File: src/design/windowed_page_bank_translator_macros.svh
// Assertion macros for the windowed page bank translator.
`ifndef WINDOWED_PAGE_BANK_TRANSLATOR_MACROS_SVH
`define WINDOWED_PAGE_BANK_TRANSLATOR_MACROS_SVH

`ifndef ASSERT_OFF
`define WPBT_ASSERT(label, clk, rstn, prop) \
    label: assert property (@(posedge clk) disable iff (!(rstn)) (prop)) \
        else $error("wpbt assertion failed");
`define WPBT_ASSERT_ALWAYS(label, clk, prop) \
    label: assert property (@(posedge clk) (prop)) \
        else $error("wpbt assertion failed");
`else
`define WPBT_ASSERT(label, clk, rstn, prop)
`define WPBT_ASSERT_ALWAYS(label, clk, prop)
`endif

`endif

File: src/design/wpbt_pkg.sv
`timescale 1ns / 1ps

package wpbt_pkg;

    typedef enum logic [1:0] {
        OP_READ  = 2'd0,
        OP_WRITE = 2'd1,
        OP_FETCH = 2'd2,
        OP_DATA  = 2'd3
    } op_t;

    typedef enum logic [1:0] {
        TGT_RAM  = 2'd0,
        TGT_ROM  = 2'd1,
        TGT_IO   = 2'd2,
        TGT_NONE = 2'd3
    } target_t;

    typedef struct packed {
        op_t         op;
        logic [2:0]  reg_index;
        logic [15:0] write_data;
        logic [1:0]  byte_enable;
        logic [15:0] cpu_address;
    } in_t;

    typedef struct packed {
        logic [15:0] read_data;
        target_t     target;
        logic [25:0] phys_address;
    } out_t;

    localparam logic [15:0] ROM_PAGE_RESET = 16'h0780;
    localparam logic [15:0] DATA1_RESET    = 16'h0010;
    localparam logic [15:0] DATA2_RESET    = 16'h0020;
    localparam logic [1:0]  IO_WINDOW      = 2'd3;
    localparam logic [1:0]  ROM_WINDOW     = 2'd0;

    function automatic logic [15:0] page_reset(input logic [2:0] idx);
        logic [15:0] val;
        case (idx)
            3'd0: val = ROM_PAGE_RESET;
            3'd5: val = DATA1_RESET;
            3'd6: val = DATA2_RESET;
            default: val = 16'h0000;
        endcase
        return val;
    endfunction

endpackage

File: src/design/windowed_page_bank_translator.sv
`timescale 1ns / 1ps
`include "windowed_page_bank_translator_macros.svh"

// Page bank translator for a 16-bit CPU. Eight page registers (four for
// instruction fetch, four for data, one per 16KB window) sit in a small
// synchronous RAM; each has a valid bit so that unwritten entries read as
// their reset value, and no clearing pass is needed after reset. Every
// transfer goes through two steps, the RAM read and then the decode, merge
// and write back; no new item is accepted until the result is registered.
// The result sits in an output register, so the next item may enter while
// it waits. The boot ROM page is set through the configuration write port.
module windowed_page_bank_translator #(
    parameter int RAM_BYTES    = 524288,
    parameter int PAGE_BITS    = 10,
    parameter int WINDOW_BYTES = 16384
) (
    input  logic            aclk,
    input  logic            aresetn,
    input  logic            s_valid,
    output logic            s_ready,
    input  wpbt_pkg::in_t   s_data,
    output logic            m_valid,
    input  logic            m_ready,
    output wpbt_pkg::out_t  m_data,
    input  logic            cfg_wr_en,
    input  logic [15:0]     cfg_wr_data
);
    import wpbt_pkg::*;

    localparam int OFF_W = $clog2(WINDOW_BYTES);
    localparam logic [31:0] RAM_LIMIT = 32'(RAM_BYTES);

    logic [15:0] mem [8];

    logic        busy_reg, busy_next;
    logic [7:0]  valid_reg, valid_next;
    logic [15:0] rom_page_reg, rom_page_next;
    logic        m_valid_reg, m_valid_next;
    out_t        m_data_reg, m_data_next;

    in_t         req_reg;
    logic [2:0]  idx_reg;
    logic [15:0] rdata_reg;
    logic        rvalid_reg;

    logic        accept;
    logic        done;
    logic        mem_we;
    logic [2:0]  rd_idx;
    logic [15:0] page;
    logic [15:0] mask;
    logic [15:0] wr_value;
    logic [1:0]  win;
    logic [25:0] offset;
    logic [31:0] base;
    logic [31:0] sum;
    logic        io_hit, ram_hit, rom_hit;
    out_t        result;

    assign s_ready = !busy_reg;
    assign accept  = s_valid && s_ready;
    assign done    = busy_reg && (!m_valid_reg || m_ready);
    assign mem_we  = done && (req_reg.op == OP_WRITE);
    assign m_valid = m_valid_reg;
    assign m_data  = m_data_reg;

    always_comb begin
        if (s_data.op == OP_FETCH || s_data.op == OP_DATA) begin
            rd_idx = {s_data.op == OP_DATA, s_data.cpu_address[15:14]};
        end else begin
            rd_idx = s_data.reg_index;
        end
    end

    always_ff @(posedge aclk) begin
        if (mem_we) begin
            mem[idx_reg] <= wr_value;
        end
        if (accept) begin
            rdata_reg  <= mem[rd_idx];
            rvalid_reg <= valid_reg[rd_idx];
            req_reg    <= s_data;
            idx_reg    <= rd_idx;
        end
    end

    always_comb begin
        page     = rvalid_reg ? rdata_reg : page_reset(idx_reg);
        mask     = {{8{req_reg.byte_enable[1]}}, {8{req_reg.byte_enable[0]}}};
        wr_value = (page & ~mask) | (req_reg.write_data & mask);
        win      = req_reg.cpu_address[15:14];
        offset   = 26'(req_reg.cpu_address[OFF_W-1:0]);
        base     = 32'(page) << PAGE_BITS;
        sum      = base + 32'(offset);
        io_hit   = (req_reg.op == OP_DATA) && (win == IO_WINDOW) && (page == 16'h0000);
        ram_hit  = base < RAM_LIMIT;
        rom_hit  = (win == ROM_WINDOW) && (page == rom_page_reg);

        result = '{read_data: 16'h0000, target: TGT_RAM, phys_address: 26'd0};
        case (req_reg.op)
            OP_READ: begin
                result.read_data = page;
            end
            OP_WRITE: begin
                result.read_data = 16'h0000;
            end
            default: begin
                if (io_hit) begin
                    result.target       = TGT_IO;
                    result.phys_address = offset;
                end else if (ram_hit) begin
                    result.target       = TGT_RAM;
                    result.phys_address = sum[25:0];
                end else if (rom_hit) begin
                    result.target       = TGT_ROM;
                    result.phys_address = offset;
                end else begin
                    result.target       = TGT_NONE;
                    result.phys_address = sum[25:0];
                end
            end
        endcase
    end

    always_comb begin
        busy_next     = busy_reg;
        valid_next    = valid_reg;
        rom_page_next = cfg_wr_en ? cfg_wr_data : rom_page_reg;
        m_valid_next  = m_valid_reg;
        m_data_next   = m_data_reg;
        if (m_valid_reg && m_ready) begin
            m_valid_next = 1'b0;
        end
        if (done) begin
            busy_next    = 1'b0;
            m_valid_next = 1'b1;
            m_data_next  = result;
        end
        if (mem_we) begin
            valid_next[idx_reg] = 1'b1;
        end
        if (accept) begin
            busy_next = 1'b1;
        end
    end

    always_ff @(posedge aclk) begin
        if (!aresetn) begin
            busy_reg     <= 1'b0;
            valid_reg    <= '0;
            rom_page_reg <= ROM_PAGE_RESET;
            m_valid_reg  <= 1'b0;
        end else begin
            busy_reg     <= busy_next;
            valid_reg    <= valid_next;
            rom_page_reg <= rom_page_next;
            m_valid_reg  <= m_valid_next;
        end
    end

    always_ff @(posedge aclk) begin
        m_data_reg <= m_data_next;
    end

    `WPBT_ASSERT(a_one_in_flight, aclk, aresetn, (s_valid && s_ready) |=> !s_ready)
    `WPBT_ASSERT(a_done_gives_result, aclk, aresetn, done |=> (m_valid && !busy_reg))
    `WPBT_ASSERT(a_write_marks_valid, aclk, aresetn, mem_we |=> (valid_reg[$past(idx_reg)]))
    `WPBT_ASSERT_ALWAYS(a_reset_idle, aclk, !aresetn |=> (!m_valid && s_ready))

endmodule

File: config.mk
export PLATFORM = sky130hd
export DESIGN_NAME = windowed_page_bank_translator
export DESIGN_NICKNAME = d
export VERILOG_FILES = /design/src/design/wpbt_pkg.sv /design/src/design/windowed_page_bank_translator.sv
export VERILOG_INCLUDE_DIRS = /design/src /design/src/design
export SDC_FILE = /design/constraint.sdc
export NUM_CORES = 1
export LEC_CHECK = 0
export BUFFER_PORTS_ARGS = -buffer_cell sky130_fd_sc_hd__buf_4
export CORE_UTILIZATION = 45
export DETAILED_ROUTE_END_ITERATION = 8
export GPL_TIMING_DRIVEN = 0
export PLACE_DENSITY = 0.74
export SLEW_MARGIN = 20
export SYNTH_ARGS = -nofsm -noshare
export SYNTH_HDL_FRONTEND = slang
export SYNTH_SLANG_ARGS = --single-unit
File: constraint.sdc
create_clock -name aclk -period 4.4 [get_ports aclk]
set_clock_uncertainty 0.2 [all_clocks]
set_input_delay 0.44 -clock aclk [delete_from_list [all_inputs] [get_ports aclk]]
set_output_delay 0.44 -clock aclk [all_outputs]
set_load 0.02 [all_outputs]
==> metrics.md, run 1 <==
| Metric | Value |
|---|---|
| Status | complete, no violations |
| Worst vdd ir | 0.284 mV |
| Clock transition at path regs | 60 ps |
| 1st-iter DRT viols | 521 |
| WL final | 25,100 um |
| Critical path type | register to register |
| Drt pass-1 iters | 5 |
| Worst-path fanout max | 10 |
| ANT cells | 0 |
| CTS root buf | clkbuf_16 |
| FP Rows | 55 |
| Number of synthesized register bits | 254 |
| Cells on worst reg2reg path | 13 |
| Via-to-Cell Ratio | 5.30 |
| Vias | 7,240 |
| Layout cell share with drive strength beyond 1 | 18.0% |
| Fmax achieved | 251 MHz |
| Ys async rst share | 0% |
| Final setup margin | 409 ps |
| Worst-skew pair later-pin latency | 530 ps |
| Max Slew Vio Count | 0 |
| RSZ-0062 raised after global routing | no |
| PortBufs | 104 |
| Number of buffers created by CTS | 25 |
| Placed cell areas | 11,900 um2 |
| Syn Area/Cell | 12.6 um2 |
| CP Data Arrival Time | 4150 ps |
| Ys flop type | edfxtp_1 |
| Post-route DRC | 0 |
| Min-Delay Endpoint | m_valid |
| Reg2reg start | rvalid_reg |
| Seq/Total Area, Yosys | 70.1% |
| Hpwl dp | 17,100 um |
| Relative slew slack | 19.0% |
| Die ar. | 24,000 um2 |
| Commonest non-fill, non-tap cell in the layout | edfxtp_1 |
| Post-route ant nets | 0 |
| P_leak | 4.95 nW |
| Post-Syn Area | 10,500 um2 |
| Die X-Extent | 155 um |
| Post-Syn Nets | 901 |
| CP endpoint kind | register |
| Area growth, synth to finish | 25.4% |
| Critical Path RT | 4560 ps |
| Hold path depth | 3 |
| Hold path start | m_ready |
| Largest net degree at the start of global routing | 30 |
| Fill cells | 1,766 |
| Vias in the first global route | 7,173 |
| Overall Global Routing Usage | 21.0% |
| Crit path launch type | register |
| CTS H-tree lvls | 1 |
| Design Area, Final | 13,200 um2 |
| Max_cap viols | 0 |
| Most frequent cells in the layout | edfxtp_1 (228), nand2_1 (206), buf_4 (108), nand3_1 (94), dlygate4sd3_1 (57) |
| R2r setup slk | 410 ps |
| Initial Util | 46.1% |
| Yosys Warn Count | 0 |
| HP Class | primary input to register |
| Die Ht | 155 um |
| TritonCTS clock tree | done |
| Worst slack at placement | 483 ps |
| Core ar. | 22,800 um2 |
| Final hold vios | 0 |
| WL/cell | 18.4 um |
| Distinct cells, synth | 60 |
| Seq. cell area | 7370 um2 |
| GRT Residual Overflow | 0 |
| Net count, final | 1,099 |
| RePlAce Congestion | 0.912 |
| CTS Buffer Depth | 3 |
| Largest register FFs | 128 |
| Pwr dens | 410 nW/um2 |
| Initial antenna violation count | 0 |
| First-pass GRT wire length | 38,700 um |
| WHS | 16.5 ps |
| RR Endpoint | m_data[22] |
| Synth Instances | 836 |
| Fin crit period | 3990 ps |
| EDFF count, synth | 228 |
| Worst-Margin Slew | 1200 ps |
| I/O pin cnt | 106 |
| Period utilization | 90.7% |
| Multi-input logic area | 2930 um2 |
| Endpoints failing setup | 0 |
| Clk sink count | 254 |
[power by group]
group	internal [W]	switching [W]
sequential	0.00275	0.0000551
clock	0.00111	0.000882
combinational	0.000234	0.000373
total	0.00409	0.00131
[final cells by class]
class | count | area share [%]
Sequential cell | 254 | 55.9
Multi-Input combinational cell | 525 | 22.3
Timing Repair Buffer | 171 | 11.3
Clock buffer | 32 | 4.95
Tap cell | 313 | 2.97
Buffer | 42 | 1.40
Clock inverter | 13 | 0.722
Inverter | 15 | 0.427
[worst max-delay path by stage]
| stage | startpoint | end | slack [ps] | depth (start not counted) |
|---|---|---|---|---|
| 5_1_grt | rvalid_reg | m_data[22] | 260 | 13 |
| 6_report | rvalid_reg | m_data[22] | 410 | 13 |
| 3_5_place_dp | rvalid_reg | m_data[22] | 480 | 13 |
| 3_3_place_gp | m_ready | mem[0][7] | -600 | 5 |
| 4_1_cts | rvalid_reg | m_data[22] | 460 | 13 |
| 2_1_floorplan | m_ready | mem[1][0] | 540 | 4 |
[metrics by stage]
step | instances | util (%) | total power (W) | setup TNS [ps]
after floorplan | 836 | - | 0.00317 | 0
after global placement | 1253 | 51.3 | 0.00338 | -58290
after detailed placement | 1263 | 52.0 | 0.00341 | 0
after CTS | 1365 | 57.8 | 0.00540 | 0
after global routing | 1365 | 57.8 | 0.00557 | 0
final | 1365 | 57.8 | 0.00540 | 0
[cells in the mapped netlist, drive strengths merged, types with 9 or more instances]
cell type	number	area share (%)
edfxtp	228	65
nand2	206	7.4
nand3	94	4.5
clkbuf	33	1.2
o21ai	33	1.6
nor2	29	1.0
dfxtp	26	5.0
mux2i	25	2.4
and2	16	0.98
nor2b	14	0.83
inv	13	0.46
xnor2	11	0.92
a21oi	10	0.55
buf	9	0.57
o21a	9	0.64
[worst max-delay path, cell delays in order (launching register included)]
cell	delay [ps]
edfxtp_1	440
buf_4	200
clkbuf_1	390
nand2_1	240
inv_1	110
ha_1	160
inv_1	50
fa_1	400
nor2b_1	120
o21ai_0	290
a2111oi_2	680
nand3_1	170
xor2_1	170
nor3b_1	200
[per-layer routing]
metal  GRT usage (%)  up-vias  wire, um  part of all wire, %
li1                -     3403         -                    -
met1            24.9     3490      9780                   39
met2            38.8      296     13000                   52
met3            3.31       51      1520                  6.1
met4            7.12        0       733                  2.9
met5               0        -         0                    0
[kinds of logic after synthesis]
logic type / share of synthesized area, %
and+or+nand+nor: 17.8
DFF: 70.1
AOI/OAI and AO/OA: 4.85
buffers and inverters: 2.29
muxes: 2.81
xor gates and xnor gates: 1.50
adders and majority gates: 0.667
[repair_timing]
item,CTS,global route
buffers inserted,0,0
endpoints found under the hold margin,53,0
endpoints found under the setup margin,0,0
gates resized for setup,0,0
hold buffers,57,0
(Power assumes the default switching activity.)
==> inputs of run 2 (changes only) <==
CORE_ASPECT_RATIO = 1.2   (was unset)
PLACE_DENSITY = unset   (was 0.74)
==> metrics.md, run 2 (synthesis gave the netlist of run 1 again) <==
| Metric | Value |
|---|---|
| P_sw | 0.00127 W |
| Cell family with most CP delay | compound AO/OA/AOI/OAI gates |
| Pwr dens | 414 nW/um2 |
| Worst path cell trace | buf_4 -> clkbuf_1 -> nand2_1 -> inv_1 -> ha_1 -> inv_1 -> fa_1 -> nor2b_1 -> o21ai_0 -> a2111oi_2 -> nand3_1 -> xor2_1 -> nor3b_1 |
| Drt pass-1 iters | 5 |
| Post-route DRC | 0 |
| First-pass GRT wire length | 37,700 um |
| Final setup margin | 385 ps |
| Clk pwr share | 38.0% |
| Critical path type | register to register |
| Crit path launch type | register |
| Clk sink count | 254 |
| Overall Global Routing Usage | 20.8% |
| HP Class | primary input to register |
| CP Data Arrival Time | 4160 ps |
| I/O pin cnt | 106 |
| Most frequent cells in the layout | edfxtp_1 (228), nand2_1 (206), buf_4 (108), nand3_1 (94), dlygate4sd3_1 (58) |
| Final hold vios | 0 |
| TritonCTS clock tree | done |
| Combinational fraction of design power | 11.0% |
| Power share of the sequential group | 51.0% |
| Die Ht | 169 um |
| Net count, final | 1,101 |
| Initial Util | 46.3% |
| RSZ-0062 raised after global routing | no |
| Max_cap viols | 0 |
| Layout cell share with drive strength beyond 1 | 17.7% |
| CTS H-tree lvls | 1 |
| Post-layout total power | 0.00549 W |
| WHS | 29.9 ps |
| Final cell count without fillers | 1,366 |
| RePlAce Congestion | 0.837 |
| GRT Residual Overflow | 0 |
| Vias | 6,947 |
| Status | complete, no violations |
| WL final | 24,500 um |
| Sw Ratio | 23.1% |
| P_leak | 4.99 nW |
| Clock transition at path regs | 60 ps |
| Setup Buffers After CTS | 0 |
| Worst-Margin Slew | 1200 ps |
| ANT cells | 0 |
| CTS root buf | clkbuf_16 |
| FP Rows | 60 |
| Fmax achieved | 249 MHz |
| PortBufs | 104 |
| Largest register FFs | 128 |
| Fin crit period | 4020 ps |
| Worst vdd ir | 0.269 mV |
| Largest net degree at the start of global routing | 34 |
| CTS Buffer Depth | 3 |
| Number of buffers created by CTS | 26 |
| Hpwl dp | 17,400 um |
| Via-to-Cell Ratio | 5.09 |
| Worst slack at placement | 391 ps |
| WL/cell | 17.9 um |
| Endpoints failing setup | 0 |
| Commonest non-fill, non-tap cell in the layout | edfxtp_1 |
| Critical path's most frequent cell | inv_1 |
| Die X-Extent | 141 um |
| Slowest-stage cell, CP | a2111oi_2 |
| Vias in the first global route | 6,955 |
| Critical Path RT | 4550 ps |
| Placed cells | 1,260 |
| Post-route ant nets | 0 |
| Worst-skew pair later-pin latency | 520 ps |
| CP endpoint kind | register |
| 1st-iter DRT viols | 368 |
| Area growth, synth to finish | 26.2% |
| Relative slew slack | 19.2% |
| Pint | 0.00422 W |
| Core ar. | 22,700 um2 |
| Die ar. | 24,000 um2 |
| Worst path bufs/invs | 4 |
| Period utilization | 91.3% |
| Worst-path fanout max | 10 |
| Fill cells | 1,871 |
| Max Slew Vio Count | 0 |
| Initial antenna violation count | 0 |
| Critical path's largest stage delay | 710 ps |
-- run 2: worst paths after layout --
| path | start | to | slack (ps) | cells past startpoint |
|---|---|---|---|---|
| max | rvalid_reg | m_data[22] | 380 | 13 |
| min | aresetn | m_valid | 30 | 2 |
| min reg2reg | valid_reg[0] | valid_reg[0] | 270 | 1 |
| max reg2reg | rvalid_reg | m_data[22] | 380 | 13 |
-- run 2: area by class of cell --
type	count	area [um2]	share of cell area [%]
Clock inverter	7	57.6	0.434
Buffer	42	184	1.39
Inverter	15	56.3	0.425
Multi-Input combinational cell	525	2930	22.1
Timing Repair Buffer	172	1520	11.4
Tap cell	310	388	2.93
Clock buffer	41	758	5.72
Sequential cell	254	7370	55.6
-- run 2: metal layers --
layer / vias to the layer above / wire, um / track usage [%] / part of all wire, %
met2: 187 / 13000 / 39.6 / 53
met3: 33 / 1150 / 2.62 / 4.7
met1: 3319 / 9820 / 24.3 / 40
li1: 3408 / - / - / -
met4: 0 / 457 / 5.98 / 1.9
met5: - / 0 / 0 / 0
-- run 2: repair_timing --
| action | CTS | global route |
|---|---|---|
| hold buffers | 58 | 0 |
| gates resized for setup | 0 | 0 |
| endpoints found under the hold margin | 53 | 0 |
-- run 2: power by group through the flow --
stage	Clock [W]	Sequential, W	Combinational (W)
after floorplan	0	0.00287	0.000305
after global placement	0	0.00286	0.000541
after detailed placement	0	0.00285	0.000562
after CTS	0.00213	0.00280	0.000605
after global routing	0.00223	0.00281	0.000661
final	0.00209	0.00280	0.000602
-- run 2: stage by stage --
step | area, um2 | util [%] | TNS (ps)
2_1_floorplan | 10500 | - | 0
3_3_place_gp | 11700 | 51.5 | -80410
6_report | 13300 | 58.5 | 0
5_1_grt | 13300 | 58.5 | 0
3_5_place_dp | 11900 | 52.3 | 0
4_1_cts | 13300 | 58.5 | 0
